==> config.mk <==
export PLATFORM = sky130hd
export DESIGN_NAME = ecg_qrs_heart_rate_detector_flat
export DESIGN_NICKNAME = d
export VERILOG_FILES = /design/src/sv/ecgqrs_pkg.sv /design/src/sv/ecgqrs_sample_if.sv /design/src/sv/ecgqrs_result_if.sv /design/src/sv/ecgqrs_cfg_if.sv /design/src/sv/ecgqrs_div.sv /design/src/sv/ecg_qrs_heart_rate_detector.sv /design/src/flat_wrapper.sv
export SDC_FILE = /design/constraint.sdc
export NUM_CORES = 1
export LEC_CHECK = 0
export ABC_AREA = 1
export BUFFER_PORTS_ARGS = -buffer_cell sky130_fd_sc_hd__buf_2
export CAP_MARGIN = 20
export CORE_MARGIN = 4
export CORE_UTILIZATION = 55
export DETAILED_ROUTE_END_ITERATION = 8
export PLACE_DENSITY = 0.78
export SLEW_MARGIN = 25
export SYNTH_ARGS = -nofsm -noshare
export SYNTH_HDL_FRONTEND = slang
export SYNTH_HIERARCHICAL = 1
export SYNTH_SLANG_ARGS = --single-unit
==> constraint.sdc <==
create_clock -name clk_i -period 7.25 [get_ports clk_i]
set_input_delay 1.45 -clock clk_i [delete_from_list [all_inputs] [get_ports clk_i]]
set_output_delay 1.45 -clock clk_i [all_outputs]
set_load 0.005 [all_outputs]
==> src/sv/ecgqrs_pkg.sv <==
// Shared types, constants and codes of the ECG QRS heart rate detector.
package ecgqrs_pkg;

  // Field and counter widths
  localparam int SAMPLE_W   = 24;
  localparam int WIN_W      = 16;
  localparam int CNT_W      = 9;
  localparam int QRS_CNT_W  = 16;
  localparam int OUT_W      = 8;
  localparam int LIMIT_W    = 8;
  localparam int CFG_IDX_W  = 2;
  localparam int CFG_DATA_W = 9;

  // Shared divider: numerator covers the 25-bit span, padded to an even width
  localparam int NUM_W     = 26;
  localparam int DEN_W     = 11;
  localparam int DIV_STEPS = NUM_W / 2;
  localparam int STEP_W    = $clog2(DIV_STEPS);

  // Block parameter defaults
  localparam int WINDOW_LEN_DEF = 4;
  localparam int SAMPLE_HZ_DEF  = 250;

  // Arithmetic constants
  localparam int PEAK_MAX    = 8388607;
  localparam int FIFTH_DIV   = 5;
  localparam int SEC_PER_MIN = 60;
  localparam int QRS_FACTOR  = 22;
  localparam int PCT         = 100;
  localparam int QRS_SCALE   = QRS_FACTOR * PCT;

  localparam logic signed [SAMPLE_W-1:0] PEAK_LOW_RST  = SAMPLE_W'(PEAK_MAX);
  localparam logic signed [SAMPLE_W-1:0] PEAK_HIGH_RST = -PEAK_LOW_RST;

  // Register reset values
  localparam logic [CNT_W-1:0]   REFRACTORY_RST = CNT_W'(125);
  localparam logic [CNT_W-1:0]   TIMEOUT_RST    = CNT_W'(420);
  localparam logic [LIMIT_W-1:0] QRS_LIMIT_RST  = LIMIT_W'(15);

  // Register indexes
  typedef enum logic [CFG_IDX_W-1:0] {
    CFG_REFRACTORY = 2'd0,
    CFG_TIMEOUT    = 2'd1,
    CFG_QRS_LIMIT  = 2'd2
  } cfg_reg_e;

  // Detection phases
  typedef enum logic [1:0] {
    PH_SEEK_ONSET = 2'd0,
    PH_SEEK_R     = 2'd1,
    PH_SEEK_FALL  = 2'd2,
    PH_FINISH     = 2'd3
  } phase_e;

  // Sequencer states
  typedef enum logic [2:0] {
    ST_IDLE,
    ST_SPAN,
    ST_SPAN_WAIT,
    ST_EVAL,
    ST_POST_WAIT,
    ST_OUT
  } seq_state_e;

  // Second division of an item, if any
  typedef enum logic [1:0] {
    POST_NONE,
    POST_RATE,
    POST_QRS
  } post_e;

  typedef struct packed {
    logic             start;
    logic [NUM_W-1:0] num;
    logic [DEN_W-1:0] den;
  } div_req_t;

  typedef struct packed {
    logic             busy;
    logic             done;
    logic [NUM_W-1:0] quot;
  } div_rsp_t;

endpackage

==> src/sv/ecgqrs_sample_if.sv <==
// Sample input channel: valid/ready with one signed 24-bit sample.
interface ecgqrs_sample_if;
  logic                                      valid;
  logic                                      ready;
  logic signed [ecgqrs_pkg::SAMPLE_W-1:0]    sample;

  modport source (output valid, output sample, input ready);
  modport sink   (input valid, input sample, output ready);
endinterface

==> src/sv/ecgqrs_result_if.sv <==
// Result output channel: valid/ready with rate, QRS width, beat flag and phase.
interface ecgqrs_result_if;
  logic                          valid;
  logic                          ready;
  logic [ecgqrs_pkg::OUT_W-1:0]  heart_rate;
  logic [ecgqrs_pkg::OUT_W-1:0]  qrs_width;
  logic                          beat_found;
  logic [1:0]                    phase;

  modport source (output valid, output heart_rate, output qrs_width,
                  output beat_found, output phase, input ready);
  modport sink   (input valid, input heart_rate, input qrs_width,
                  input beat_found, input phase, output ready);
endinterface

==> src/sv/ecgqrs_cfg_if.sv <==
// Configuration write channel: valid/ready with register index and data.
interface ecgqrs_cfg_if;
  logic                               valid;
  logic                               ready;
  logic [ecgqrs_pkg::CFG_IDX_W-1:0]   index;
  logic [ecgqrs_pkg::CFG_DATA_W-1:0]  data;

  modport source (output valid, output index, output data, input ready);
  modport sink   (input valid, input index, input data, output ready);
endinterface

==> src/sv/ecgqrs_div.sv <==
// Shared unsigned restoring divider, two quotient bits per cycle.
module ecgqrs_div (
  input  logic                  clk_i,
  input  logic                  rst_ni,
  input  ecgqrs_pkg::div_req_t  req_i,
  output ecgqrs_pkg::div_rsp_t  rsp_o
);

  localparam int NW = ecgqrs_pkg::NUM_W;
  localparam int DW = ecgqrs_pkg::DEN_W;

  logic                          busy_q, busy_d;
  logic                          done_q, done_d;
  logic [ecgqrs_pkg::STEP_W-1:0] cnt_q, cnt_d;
  logic [NW-1:0]                 num_q, num_d;
  logic [NW-1:0]                 quot_q, quot_d;
  logic [DW-1:0]                 rem_q, rem_d;
  logic [DW-1:0]                 den_q, den_d;

  logic [DW:0]   part1, part2;
  logic          ge1, ge2;
  logic [DW-1:0] rem1, rem2;

  always_comb begin
    part1 = {rem_q, num_q[NW-1]};
    ge1   = part1 >= {1'b0, den_q};
    rem1  = ge1 ? DW'(part1 - {1'b0, den_q}) : DW'(part1);
    part2 = {rem1, num_q[NW-2]};
    ge2   = part2 >= {1'b0, den_q};
    rem2  = ge2 ? DW'(part2 - {1'b0, den_q}) : DW'(part2);
  end

  always_comb begin
    busy_d = busy_q;
    done_d = 1'b0;
    cnt_d  = cnt_q;
    num_d  = num_q;
    quot_d = quot_q;
    rem_d  = rem_q;
    den_d  = den_q;
    if (req_i.start) begin
      busy_d = 1'b1;
      cnt_d  = ecgqrs_pkg::STEP_W'(ecgqrs_pkg::DIV_STEPS - 1);
      num_d  = req_i.num;
      den_d  = req_i.den;
      rem_d  = '0;
      quot_d = '0;
    end else if (busy_q) begin
      num_d  = {num_q[NW-3:0], 2'b00};
      quot_d = {quot_q[NW-3:0], ge1, ge2};
      rem_d  = rem2;
      cnt_d  = cnt_q - 1'b1;
      if (cnt_q == '0) begin
        busy_d = 1'b0;
        done_d = 1'b1;
      end
    end
  end

  always_ff @(posedge clk_i or negedge rst_ni) begin
    if (!rst_ni) begin
      busy_q <= 1'b0;
      done_q <= 1'b0;
      cnt_q  <= '0;
    end else begin
      busy_q <= busy_d;
      done_q <= done_d;
      cnt_q  <= cnt_d;
    end
  end

  always_ff @(posedge clk_i) begin
    num_q  <= num_d;
    quot_q <= quot_d;
    rem_q  <= rem_d;
    den_q  <= den_d;
  end

  assign rsp_o.busy = busy_q;
  assign rsp_o.done = done_q;
  assign rsp_o.quot = quot_q;

endmodule

==> src/sv/ecg_qrs_heart_rate_detector.sv <==
// ECG QRS detector and heart rate estimator, top level with sequencer.
// Usage:
//   in_if  : one signed 24-bit ECG sample per word. ready is high only while
//            the sequencer is idle, so one sample is processed at a time.
//   out_if : one result word per sample: heart rate (bpm, 0 when unknown or
//            timed out), QRS width, beat flag and detection phase after it.
//   cfg_if : register writes (0 refractory, 1 timeout, 2 QRS limit), always
//            ready; write only while no sample is in flight. Other indexes
//            are dropped.
// Timing: every sample runs span/5 through the shared two-bit-per-cycle
//   divider (13 steps). A beat after the first one, which sets the rate
//   (60*SAMPLE_HZ/interval), or a QRS close under the limit, which sets
//   the width (count*2200/SAMPLE_HZ), reuses the divider once more.
//   One sample is in flight at a time; the next waits for its word to load.
// The result sits in an output register; the next sample is accepted while
//   it waits, and a finished sample holds in the output state until the
//   receiver takes the previous word.
// Reset: registers return to defaults (125, 420, 15), peaks to their
//   extremes, window and counters to zero, phase to seek onset.
module ecg_qrs_heart_rate_detector #(
  parameter int WINDOW_LEN = ecgqrs_pkg::WINDOW_LEN_DEF,
  parameter int SAMPLE_HZ  = ecgqrs_pkg::SAMPLE_HZ_DEF
) (
  input  logic        clk_i,
  input  logic        rst_ni,
  ecgqrs_sample_if.sink   in_if,
  ecgqrs_result_if.source out_if,
  ecgqrs_cfg_if.sink      cfg_if
);

  localparam int SW = ecgqrs_pkg::SAMPLE_W;
  localparam int WW = ecgqrs_pkg::WIN_W;
  localparam int CW = ecgqrs_pkg::CNT_W;
  localparam int QW = ecgqrs_pkg::QRS_CNT_W;
  localparam int NW = ecgqrs_pkg::NUM_W;
  localparam int DW = ecgqrs_pkg::DEN_W;
  localparam int OW = ecgqrs_pkg::OUT_W;

  localparam logic [NW-1:0] RateNum  = NW'(ecgqrs_pkg::SEC_PER_MIN * SAMPLE_HZ);
  localparam logic [NW-1:0] QrsScale = NW'(ecgqrs_pkg::QRS_SCALE);
  localparam logic [DW-1:0] HzDen    = DW'(SAMPLE_HZ);
  localparam logic [DW-1:0] FifthDen = DW'(ecgqrs_pkg::FIFTH_DIV);

  // Configuration registers
  logic [CW-1:0]                  refr_q, timeout_q;
  logic [ecgqrs_pkg::LIMIT_W-1:0] limit_q;

  always_ff @(posedge clk_i or negedge rst_ni) begin
    if (!rst_ni) begin
      refr_q    <= ecgqrs_pkg::REFRACTORY_RST;
      timeout_q <= ecgqrs_pkg::TIMEOUT_RST;
      limit_q   <= ecgqrs_pkg::QRS_LIMIT_RST;
    end else if (cfg_if.valid) begin
      unique case (cfg_if.index)
        ecgqrs_pkg::CFG_REFRACTORY: refr_q    <= cfg_if.data[CW-1:0];
        ecgqrs_pkg::CFG_TIMEOUT:    timeout_q <= cfg_if.data[CW-1:0];
        ecgqrs_pkg::CFG_QRS_LIMIT:  limit_q   <= cfg_if.data[ecgqrs_pkg::LIMIT_W-1:0];
        default: ;
      endcase
    end
  end

  assign cfg_if.ready = 1'b1;

  // Detector state
  ecgqrs_pkg::seq_state_e state_q, state_d;
  ecgqrs_pkg::phase_e     phase_q, phase_d;
  ecgqrs_pkg::post_e      post_q, post_d;
  logic signed [SW-1:0]   peak_hi_q, peak_hi_d;
  logic signed [SW-1:0]   peak_lo_q, peak_lo_d;
  logic [WW-1:0]          win_q [WINDOW_LEN];
  logic [WW-1:0]          win_d [WINDOW_LEN];
  logic [CW-1:0]          interval_q, interval_d;
  logic [QW-1:0]          qrs_cnt_q, qrs_cnt_d;
  logic                   first_q, first_d;
  logic                   qrs_on_q, qrs_on_d;
  logic                   beat_q, beat_d;
  logic [OW-1:0]          rate_q, rate_d;
  logic [OW-1:0]          width_q, width_d;

  // Output register
  logic          out_valid_q, out_valid_d;
  logic          out_load;
  logic [OW-1:0] out_rate_q, out_width_q;
  logic          out_beat_q;
  logic [1:0]    out_phase_q;

  ecgqrs_pkg::div_req_t div_req;
  ecgqrs_pkg::div_rsp_t div_rsp;

  ecgqrs_div u_div (
    .clk_i  (clk_i),
    .rst_ni (rst_ni),
    .req_i  (div_req),
    .rsp_o  (div_rsp)
  );

  // Arithmetic on the updated peaks; fifth comes from the divider
  logic signed [SW:0]   span;
  logic [NW-1:0]        fifth;
  logic signed [NW-1:0] thr_full;
  logic [WW-1:0]        thr;
  logic                 above;
  logic [WW-1:0]        diff0;
  logic                 fall;
  logic [WINDOW_LEN-2:0] rise_vec;
  logic [WW-1:0]        rise_diff [WINDOW_LEN-1];
  logic                 rising;
  logic [OW-1:0]        quot_sat;

  always_comb begin
    span     = $signed({peak_hi_q[SW-1], peak_hi_q}) - $signed({peak_lo_q[SW-1], peak_lo_q});
    fifth    = div_rsp.quot;
    thr_full = $signed(NW'(peak_hi_q)) - $signed(fifth);
    // sign-extend peak to full width before subtracting
    thr_full = $signed({{(NW-SW){peak_hi_q[SW-1]}}, peak_hi_q}) - $signed(fifth);
    thr      = thr_full[WW-1:0];
    above    = $signed({1'b0, win_q[WINDOW_LEN-1]}) > $signed({thr[WW-1], thr});
    diff0    = win_q[1] - win_q[0];
    fall     = $signed({{(NW-WW){diff0[WW-1]}}, diff0}) < -$signed(fifth);
    for (int i = 0; i < WINDOW_LEN - 1; i++) begin
      rise_diff[i] = win_q[i+1] - win_q[i];
      rise_vec[i]  = !rise_diff[i][WW-1] && (rise_diff[i] != '0);
    end
    rising   = &rise_vec;
    quot_sat = (|div_rsp.quot[NW-1:OW]) ? '1 : div_rsp.quot[OW-1:0];
  end

  // Sequencer
  always_comb begin
    state_d     = state_q;
    phase_d     = phase_q;
    post_d      = post_q;
    peak_hi_d   = peak_hi_q;
    peak_lo_d   = peak_lo_q;
    win_d       = win_q;
    interval_d  = interval_q;
    qrs_cnt_d   = qrs_cnt_q;
    first_d     = first_q;
    qrs_on_d    = qrs_on_q;
    beat_d      = beat_q;
    rate_d      = rate_q;
    width_d     = width_q;
    div_req     = '0;
    out_load    = 1'b0;
    in_if.ready = 1'b0;

    unique case (state_q)
      ecgqrs_pkg::ST_IDLE: begin
        in_if.ready = 1'b1;
        if (in_if.valid) begin
          if (in_if.sample > peak_hi_q) peak_hi_d = in_if.sample;
          if (in_if.sample < peak_lo_q) peak_lo_d = in_if.sample;
          for (int i = 0; i < WINDOW_LEN - 1; i++) win_d[i] = win_q[i+1];
          win_d[WINDOW_LEN-1] = in_if.sample[WW-1:0];
          state_d = ecgqrs_pkg::ST_SPAN;
        end
      end
      ecgqrs_pkg::ST_SPAN: begin
        div_req.start = 1'b1;
        div_req.num   = NW'($unsigned(span));
        div_req.den   = FifthDen;
        state_d       = ecgqrs_pkg::ST_SPAN_WAIT;
      end
      ecgqrs_pkg::ST_SPAN_WAIT: begin
        if (div_rsp.done) state_d = ecgqrs_pkg::ST_EVAL;
      end
      ecgqrs_pkg::ST_EVAL: begin
        beat_d = 1'b0;
        post_d = ecgqrs_pkg::POST_NONE;
        unique case (phase_q)
          ecgqrs_pkg::PH_SEEK_ONSET: begin
            if (rising) phase_d = ecgqrs_pkg::PH_SEEK_R;
          end
          ecgqrs_pkg::PH_SEEK_R: begin
            if (above && (interval_q > refr_q)) begin
              if (first_q) post_d = ecgqrs_pkg::POST_RATE;
              first_d    = 1'b1;
              interval_d = '0;
              phase_d    = ecgqrs_pkg::PH_SEEK_FALL;
              qrs_on_d   = 1'b1;
              beat_d     = 1'b1;
            end
          end
          ecgqrs_pkg::PH_SEEK_FALL: begin
            if (fall) phase_d = ecgqrs_pkg::PH_FINISH;
          end
          ecgqrs_pkg::PH_FINISH: begin
            if (qrs_cnt_q < QW'(limit_q)) post_d = ecgqrs_pkg::POST_QRS;
            else width_d = '0;
            phase_d   = ecgqrs_pkg::PH_SEEK_ONSET;
            qrs_cnt_d = '0;
            qrs_on_d  = 1'b0;
          end
          default: ;
        endcase
        // timeout: restart detection, QRS counting untouched
        if (interval_d > timeout_q) begin
          first_d    = 1'b0;
          phase_d    = ecgqrs_pkg::PH_SEEK_ONSET;
          peak_hi_d  = ecgqrs_pkg::PEAK_HIGH_RST;
          peak_lo_d  = ecgqrs_pkg::PEAK_LOW_RST;
          rate_d     = '0;
          interval_d = '0;
        end
        if (interval_d != '1) interval_d = interval_d + 1'b1;
        if (qrs_on_d && (qrs_cnt_d != '1)) qrs_cnt_d = qrs_cnt_d + 1'b1;
        // second division uses pre-step count values
        unique case (post_d)
          ecgqrs_pkg::POST_RATE: begin
            div_req.start = 1'b1;
            div_req.num   = RateNum;
            div_req.den   = DW'(interval_q);
            state_d       = ecgqrs_pkg::ST_POST_WAIT;
          end
          ecgqrs_pkg::POST_QRS: begin
            div_req.start = 1'b1;
            div_req.num   = NW'(qrs_cnt_q[ecgqrs_pkg::LIMIT_W-1:0]) * QrsScale;
            div_req.den   = HzDen;
            state_d       = ecgqrs_pkg::ST_POST_WAIT;
          end
          default: state_d = ecgqrs_pkg::ST_OUT;
        endcase
      end
      ecgqrs_pkg::ST_POST_WAIT: begin
        if (div_rsp.done) begin
          if (post_q == ecgqrs_pkg::POST_RATE) rate_d = quot_sat;
          else width_d = quot_sat;
          state_d = ecgqrs_pkg::ST_OUT;
        end
      end
      ecgqrs_pkg::ST_OUT: begin
        if (!out_valid_q || out_if.ready) begin
          out_load = 1'b1;
          state_d  = ecgqrs_pkg::ST_IDLE;
        end
      end
      default: state_d = ecgqrs_pkg::ST_IDLE;
    endcase

    out_valid_d = out_load ? 1'b1 : (out_if.ready ? 1'b0 : out_valid_q);
  end

  always_ff @(posedge clk_i or negedge rst_ni) begin
    if (!rst_ni) begin
      state_q     <= ecgqrs_pkg::ST_IDLE;
      phase_q     <= ecgqrs_pkg::PH_SEEK_ONSET;
      post_q      <= ecgqrs_pkg::POST_NONE;
      peak_hi_q   <= ecgqrs_pkg::PEAK_HIGH_RST;
      peak_lo_q   <= ecgqrs_pkg::PEAK_LOW_RST;
      for (int i = 0; i < WINDOW_LEN; i++) win_q[i] <= '0;
      interval_q  <= '0;
      qrs_cnt_q   <= '0;
      first_q     <= 1'b0;
      qrs_on_q    <= 1'b0;
      beat_q      <= 1'b0;
      rate_q      <= '0;
      width_q     <= '0;
      out_valid_q <= 1'b0;
    end else begin
      state_q     <= state_d;
      phase_q     <= phase_d;
      post_q      <= post_d;
      peak_hi_q   <= peak_hi_d;
      peak_lo_q   <= peak_lo_d;
      win_q       <= win_d;
      interval_q  <= interval_d;
      qrs_cnt_q   <= qrs_cnt_d;
      first_q     <= first_d;
      qrs_on_q    <= qrs_on_d;
      beat_q      <= beat_d;
      rate_q      <= rate_d;
      width_q     <= width_d;
      out_valid_q <= out_valid_d;
    end
  end

  always_ff @(posedge clk_i) begin
    if (out_load) begin
      out_rate_q  <= rate_q;
      out_width_q <= width_q;
      out_beat_q  <= beat_q;
      out_phase_q <= phase_q;
    end
  end

  assign out_if.valid      = out_valid_q;
  assign out_if.heart_rate = out_rate_q;
  assign out_if.qrs_width  = out_width_q;
  assign out_if.beat_found = out_beat_q;
  assign out_if.phase      = out_phase_q;

  // Divider is never restarted mid-run
  a_div_idle_start: assert property (@(posedge clk_i) disable iff (!rst_ni)
    div_req.start |-> !div_rsp.busy)
    else $error("divider started while busy");

  // A new result word only comes out of the output state
  a_out_from_seq: assert property (@(posedge clk_i) disable iff (!rst_ni)
    $rose(out_valid_q) |-> $past(state_q == ecgqrs_pkg::ST_OUT))
    else $error("result word loaded outside output state");

  // A beat always leaves the detector seeking the fall
  a_beat_phase: assert property (@(posedge clk_i) disable iff (!rst_ni)
    (state_q == ecgqrs_pkg::ST_OUT && beat_q) |-> (phase_q == ecgqrs_pkg::PH_SEEK_FALL))
    else $error("beat without fall phase");

  // A beat restarts the interval count
  a_beat_interval: assert property (@(posedge clk_i) disable iff (!rst_ni)
    (state_q == ecgqrs_pkg::ST_OUT && beat_q) |-> (interval_q == CW'(1)))
    else $error("interval not restarted on beat");

endmodule

==> src/flat_wrapper.sv <==
// flat-port wrapper written by rule: the top's interface ports become plain ports
module ecg_qrs_heart_rate_detector_flat 
#(
  parameter int WINDOW_LEN = ecgqrs_pkg::WINDOW_LEN_DEF,
  parameter int SAMPLE_HZ  = ecgqrs_pkg::SAMPLE_HZ_DEF
)
  (clk_i, rst_ni, in_if_valid, in_if_sample, in_if_ready, out_if_valid, out_if_heart_rate, out_if_qrs_width, out_if_beat_found, out_if_phase, out_if_ready, cfg_if_valid, cfg_if_index, cfg_if_data, cfg_if_ready);
  ecgqrs_sample_if in_if_i ();
  ecgqrs_result_if out_if_i ();
  ecgqrs_cfg_if cfg_if_i ();
  input  logic clk_i;
  input  logic rst_ni;
  input wire logic [$bits(in_if_i.valid)-1:0] in_if_valid;
  input wire logic [$bits(in_if_i.sample)-1:0] in_if_sample;
  output wire logic [$bits(in_if_i.ready)-1:0] in_if_ready;
  output wire logic [$bits(out_if_i.valid)-1:0] out_if_valid;
  output wire logic [$bits(out_if_i.heart_rate)-1:0] out_if_heart_rate;
  output wire logic [$bits(out_if_i.qrs_width)-1:0] out_if_qrs_width;
  output wire logic [$bits(out_if_i.beat_found)-1:0] out_if_beat_found;
  output wire logic [$bits(out_if_i.phase)-1:0] out_if_phase;
  input wire logic [$bits(out_if_i.ready)-1:0] out_if_ready;
  input wire logic [$bits(cfg_if_i.valid)-1:0] cfg_if_valid;
  input wire logic [$bits(cfg_if_i.index)-1:0] cfg_if_index;
  input wire logic [$bits(cfg_if_i.data)-1:0] cfg_if_data;
  output wire logic [$bits(cfg_if_i.ready)-1:0] cfg_if_ready;
  assign in_if_i.valid = in_if_valid;
  assign in_if_i.sample = in_if_sample;
  assign in_if_ready = in_if_i.ready;
  assign out_if_valid = out_if_i.valid;
  assign out_if_heart_rate = out_if_i.heart_rate;
  assign out_if_qrs_width = out_if_i.qrs_width;
  assign out_if_beat_found = out_if_i.beat_found;
  assign out_if_phase = out_if_i.phase;
  assign out_if_i.ready = out_if_ready;
  assign cfg_if_i.valid = cfg_if_valid;
  assign cfg_if_i.index = cfg_if_index;
  assign cfg_if_i.data = cfg_if_data;
  assign cfg_if_ready = cfg_if_i.ready;
  ecg_qrs_heart_rate_detector #(.WINDOW_LEN(WINDOW_LEN), .SAMPLE_HZ(SAMPLE_HZ)) u_core (.clk_i(clk_i), .rst_ni(rst_ni), .in_if(in_if_i), .out_if(out_if_i), .cfg_if(cfg_if_i));
endmodule
Word-level counts from Yosys, hierarchy flattened
Index checks and enable logic that the tools add are counted.
{"block": "totals", "reg_bits": 289, "out_inout_bits": 22}
{"block": "classes", "n_lt_le_gt_ge": 9, "mul": 1, "n_mux": 70, "reduce_logical": 37, "eq_ne": 29, "add_sub_neg": 11}
{"cell": "38-bit case mux with 2 select lines", "count": 2}
{"cell": "24-bit two-way mux", "count": 6}
{"cell": "24-bit case mux with 2 select lines", "count": 2}
{"cell": "8-bit two-way mux", "count": 8}
{"cell": "16-bit subtractor", "count": 4}
{"cell": "9-bit two-way mux", "count": 6}
{"cell": "26-bit two-way mux", "count": 2}
{"cell": "16-bit two-way mux", "count": 3}
{"cell": "16-bit nonzero test", "count": 3}
{"cell": "8-bit case mux with 2 select lines", "count": 2}
{"cell": "16-bit by 26-bit less-than comparator with 1-bit output", "count": 1}
{"cell": "26-bit negator", "count": 1}
{"cell": "24-bit by 24-bit subtractor with 25-bit output", "count": 1}
{"cell": "12-bit by 11-bit greater-or-equal comparator with 1-bit output", "count": 2}
{"cell": "24-bit greater-than comparator", "count": 1}
{"cell": "24-bit less-than comparator", "count": 1}
{"cell": "11-bit two-way mux", "count": 2}
{"cell": "11-bit subtractor", "count": 2}
{"cell": "1-bit two-way mux", "count": 20}
{"cell": "4-bit AND reduction", "count": 5}
{"cell": "9-bit greater-than comparator", "count": 2}
{"cell": "3-bit case mux with 6 select lines", "count": 1}
{"cell": "18-bit OR reduction", "count": 1}
{"cell": "17-bit by 16-bit greater-than comparator with 1-bit output", "count": 1}
{"cell": "32 further kinds", "count": 78}

Longest topological paths before layout
{"block": "depth", "ltp_word": 11, "depth_mapped": 44, "mapped_depth_nobuf": 41}

Modules after synthesis
The synthesis kept the hierarchy.
{"mod": "ecg_qrs_heart_rate_detector", "n_inst": 1, "seq_area_each_um2": 5373.9, "area_per_inst_um2": 17877.1, "cells_each": 2416}
{"mod": "ecgqrs_div", "n_inst": 1, "seq_area_each_um2": 2001.9, "area_per_inst_um2": 4269.1, "cells_each": 521}

Least setup slack after synthesis
OpenSTA, ideal clock, no wires.
{"block": "synth_timing", "kind": "reg-to-reg", "start": "reg u_core.peak_hi_q[0]", "end": "reg u_core.u_div.num_q[0] (enable)", "t_required_ns": 6.849, "arrival_ns": 5.606, "slack_ns": 1.243, "setup_ns": 0.401, "path_buffers": 3, "path_stages_with_launch": 37, "cell_sequence": "dfstp_2 -> inv_1 -> ha_1 -> inv_1 -> fa_1 -> nand3_1 -> nand2_1 -> nand2_1 -> nand2_1 -> nand2_1 -> nand2_1 -> nand2_1 -> nand2_1 -> a21oi_1 -> o21bai_1 -> nand2_1 -> nand2_1 -> a21oi_1 -> xor2_1 -> ha_1 -> a21oi_1 -> o21bai_1 -> a21oi_1 -> nand2_1 -> nand3_1 -> nand4_4 -> buf_8 -> buf_8 -> nor2_1 -> inv_1 -> ha_1 -> nor2_1 -> inv_1 -> nand2_1 -> nor2_1 -> clkinv_1 -> clkbuf_1"}
{"item": "start, declared", "line": "ecg_qrs_heart_rate_detector.sv:69", "source": "logic signed [SW-1:0] peak_hi_q, peak_hi_d;"}
{"item": "start signal, assigned", "line": "ecg_qrs_heart_rate_detector.sv:249", "source": "peak_hi_q <= ecgqrs_pkg::PEAK_HIGH_RST;"}
{"item": "start signal, assigned", "line": "ecg_qrs_heart_rate_detector.sv:264", "source": "peak_hi_q <= peak_hi_d;"}
{"item": "end signal, assigned", "line": "ecgqrs_div.sv:73", "source": "num_q <= num_d;"}
{"item": "end, declared", "line": "ecgqrs_div.sv:15", "source": "logic [NW-1:0] num_q, num_d;"}

==> results.md <==
* Setup repair bufs after CTS at 0
* Rows at 73
* RSZ-0062 raised after global routing: false
* Core area at 0.0397 mm²
* Delay-heaviest family, CP: simple AND/OR/NAND/NOR gates
* Fin. max-slew vios at 0
* Clock tree from TritonCTS: done
* Final hold violation count at 0
* DP HPWL at approximately 46000 µm
* Final ANT Viol Nets at 0
* Routed wire length per instance at 16.5 µm
* Clock Pin Slew Worst Setup and Hold Paths at 0.06 ns
* Die Area at 0.0435 mm²
* WS Path Type: flop to flop
* # hold bufs at CTS at 0
* Maxcap violations at 0
* Via count at 19800
* CTS root buf: clkbuf_16
* I/O Buffers at 60
* DRC viols at 0
* CTS max path bufs at 3
* Rel. slew slack at 40.1%
* Grt ovf at 0
* Setup TNS at 0 ns
* Final setup vio count at 0
* Endpoint type of the worst setup path: flop
* Htree depth at 2
* DR iter-0 viols at 1537
* Post-CTS Resized at 0
* Min cycle time layout at 6.20 ns
* Routed vias/inst at 5.60
* Clock buffer count from CTS at 34
* Top-Level Pins at 62
* Pre-antenna DRT Iters at 6
* Status: finished, final reports clean
* Slowest cell on the critical path: fa_1
* Flop-to-flop setup slack at 1.05 ns
* Max Clock Skew at 0.0219 ns
* Syn. warnings at 6
* Crit Path Max Fanout at 41
* Most common cell after layout, fill and taps aside: nand2_1
* Area grow syn2layout at 8.92%
* Avg Inst Size Synth at 7.54 µm²
* CTS sink count at 289
* Top cell by count, worst path: nand2_1
* Final worst path period share at 85.6%
* Slew at the pin closest to its max-slew limit at 0.899 ns
* Initial Util at between 50 and 60%
* Clk Latency, worst-skew pair at 0.57 ns
* Final GP Congestion at 0.963
* Ant diodes at 0
* Routed WL at 58400 µm
* Max stage delay on crit path at approximately 0.40 ns
* Share of layout cells above drive strength 1 at 7.93%
* First-pass GRT wire length at 96100 µm
* Die X at 209 µm
* CP arrival at 6.65 ns
* Critical Path RT at 7.70 ns
* Tot GR Track Use at 26.4%
* Final net count at between 3000 and 4000
* Number of global-route vias before repair at between 15000 and 20000
* Antenna violations before repair at 0
* Syn Std Cell Area at 0.0221 mm²
* Largest net degree at the start of global routing at 99
* Die height at about 210 µm
* CP bufs+invs at 7
* Post-Syn Instances at roughly 2900
* HP Class: flop to flop
* Most frequent cells in the layout: nand2_1 (685), inv_1 (451), ha_1 (267)
* Fmax achieved at 161 MHz
* CP Launch Type: flop
-- registers in the layout, summed over array words and instances (netlist names), 9 cells and up --
signal,cells
u_core/u_div/quot_q,26
u_core/win_q,64
u_core/u_div/num_q,26
u_core/refr_q,9
u_core/peak_hi_q,24
u_core/u_div/rem_q,11
u_core/peak_lo_q,24
u_core/timeout_q,9
u_core/qrs_cnt_q,16
u_core/u_div/den_q,11
u_core/interval_q,9
-- final timing paths --
check / startpoint / to / cells past startpoint
max in group asynchronous: rst_ni / u_core/peak_hi_q[16] / 2
worst max register to register: u_core/peak_hi_q[0] / u_core/u_div/rem_q[3] / 40
worst min register to register: u_core/rate_q[7] / u_core/out_if.heart_rate[7] / 0
worst min-delay path: u_core/rate_q[7] / u_core/out_if.heart_rate[7] / 0
min in group asynchronous: rst_ni / u_core/win_q[59] / 1
worst max-delay path: u_core/peak_hi_q[0] / u_core/u_div/rem_q[3] / 40
-- worst register-to-register path: cells and delay by family (launching register included) --
family          cells  cell delay (ns)
simple gates       20             2.14
buf+inv             7             1.33
fa+ha+maj           4             1.14
compound gates      8             0.90
flops               1             0.37
xor+xnor            1             0.18
-- per-layer routing --
layer | track usage, % | share of wire [%]
met5 | 0 | 0
met4 | 9.29 | 3.2
met3 | 3.86 | 6.8
met1 | 35.5 | 44
met2 | 43.9 | 46
-- metrics by stage --
step | hold slack [ns] | worst slack [ns] | utilization (%) | instances | cell area [µm²]
after floorplan | 0.421 | 1.24 | - | 2938 | 22100
after global placement | 0.436 | 1.24 | 57.8 | 3477 | 22900
after detailed placement | 0.441 | 1.15 | 57.8 | 3477 | 22900
after CTS | 0.452 | 1.10 | 60.7 | 3539 | 24100
after global routing | 0.460 | 0.526 | 60.7 | 3539 | 24100
final | 0.450 | 1.05 | 60.7 | 3539 | 24100
-- layout make-up --
| cell class | instances | area, µm² |
|---|---|---|
| Tap cell | 525 | 657 |
| Inverter | 467 | 1750 |
| Sequential cell | 289 | 7380 |
| Timing Repair Buffer | 72 | 412 |
| Multi-Input combinational cell | 2124 | 12800 |
| Clock buffer | 48 | 943 |
| Clock inverter | 14 | 219 |
| Fill cell | 3546 | 15600 |
Power is left out: the tool's default activity adds up to more than one toggle a clock period on the data nets, which glitch-free logic cannot reach.
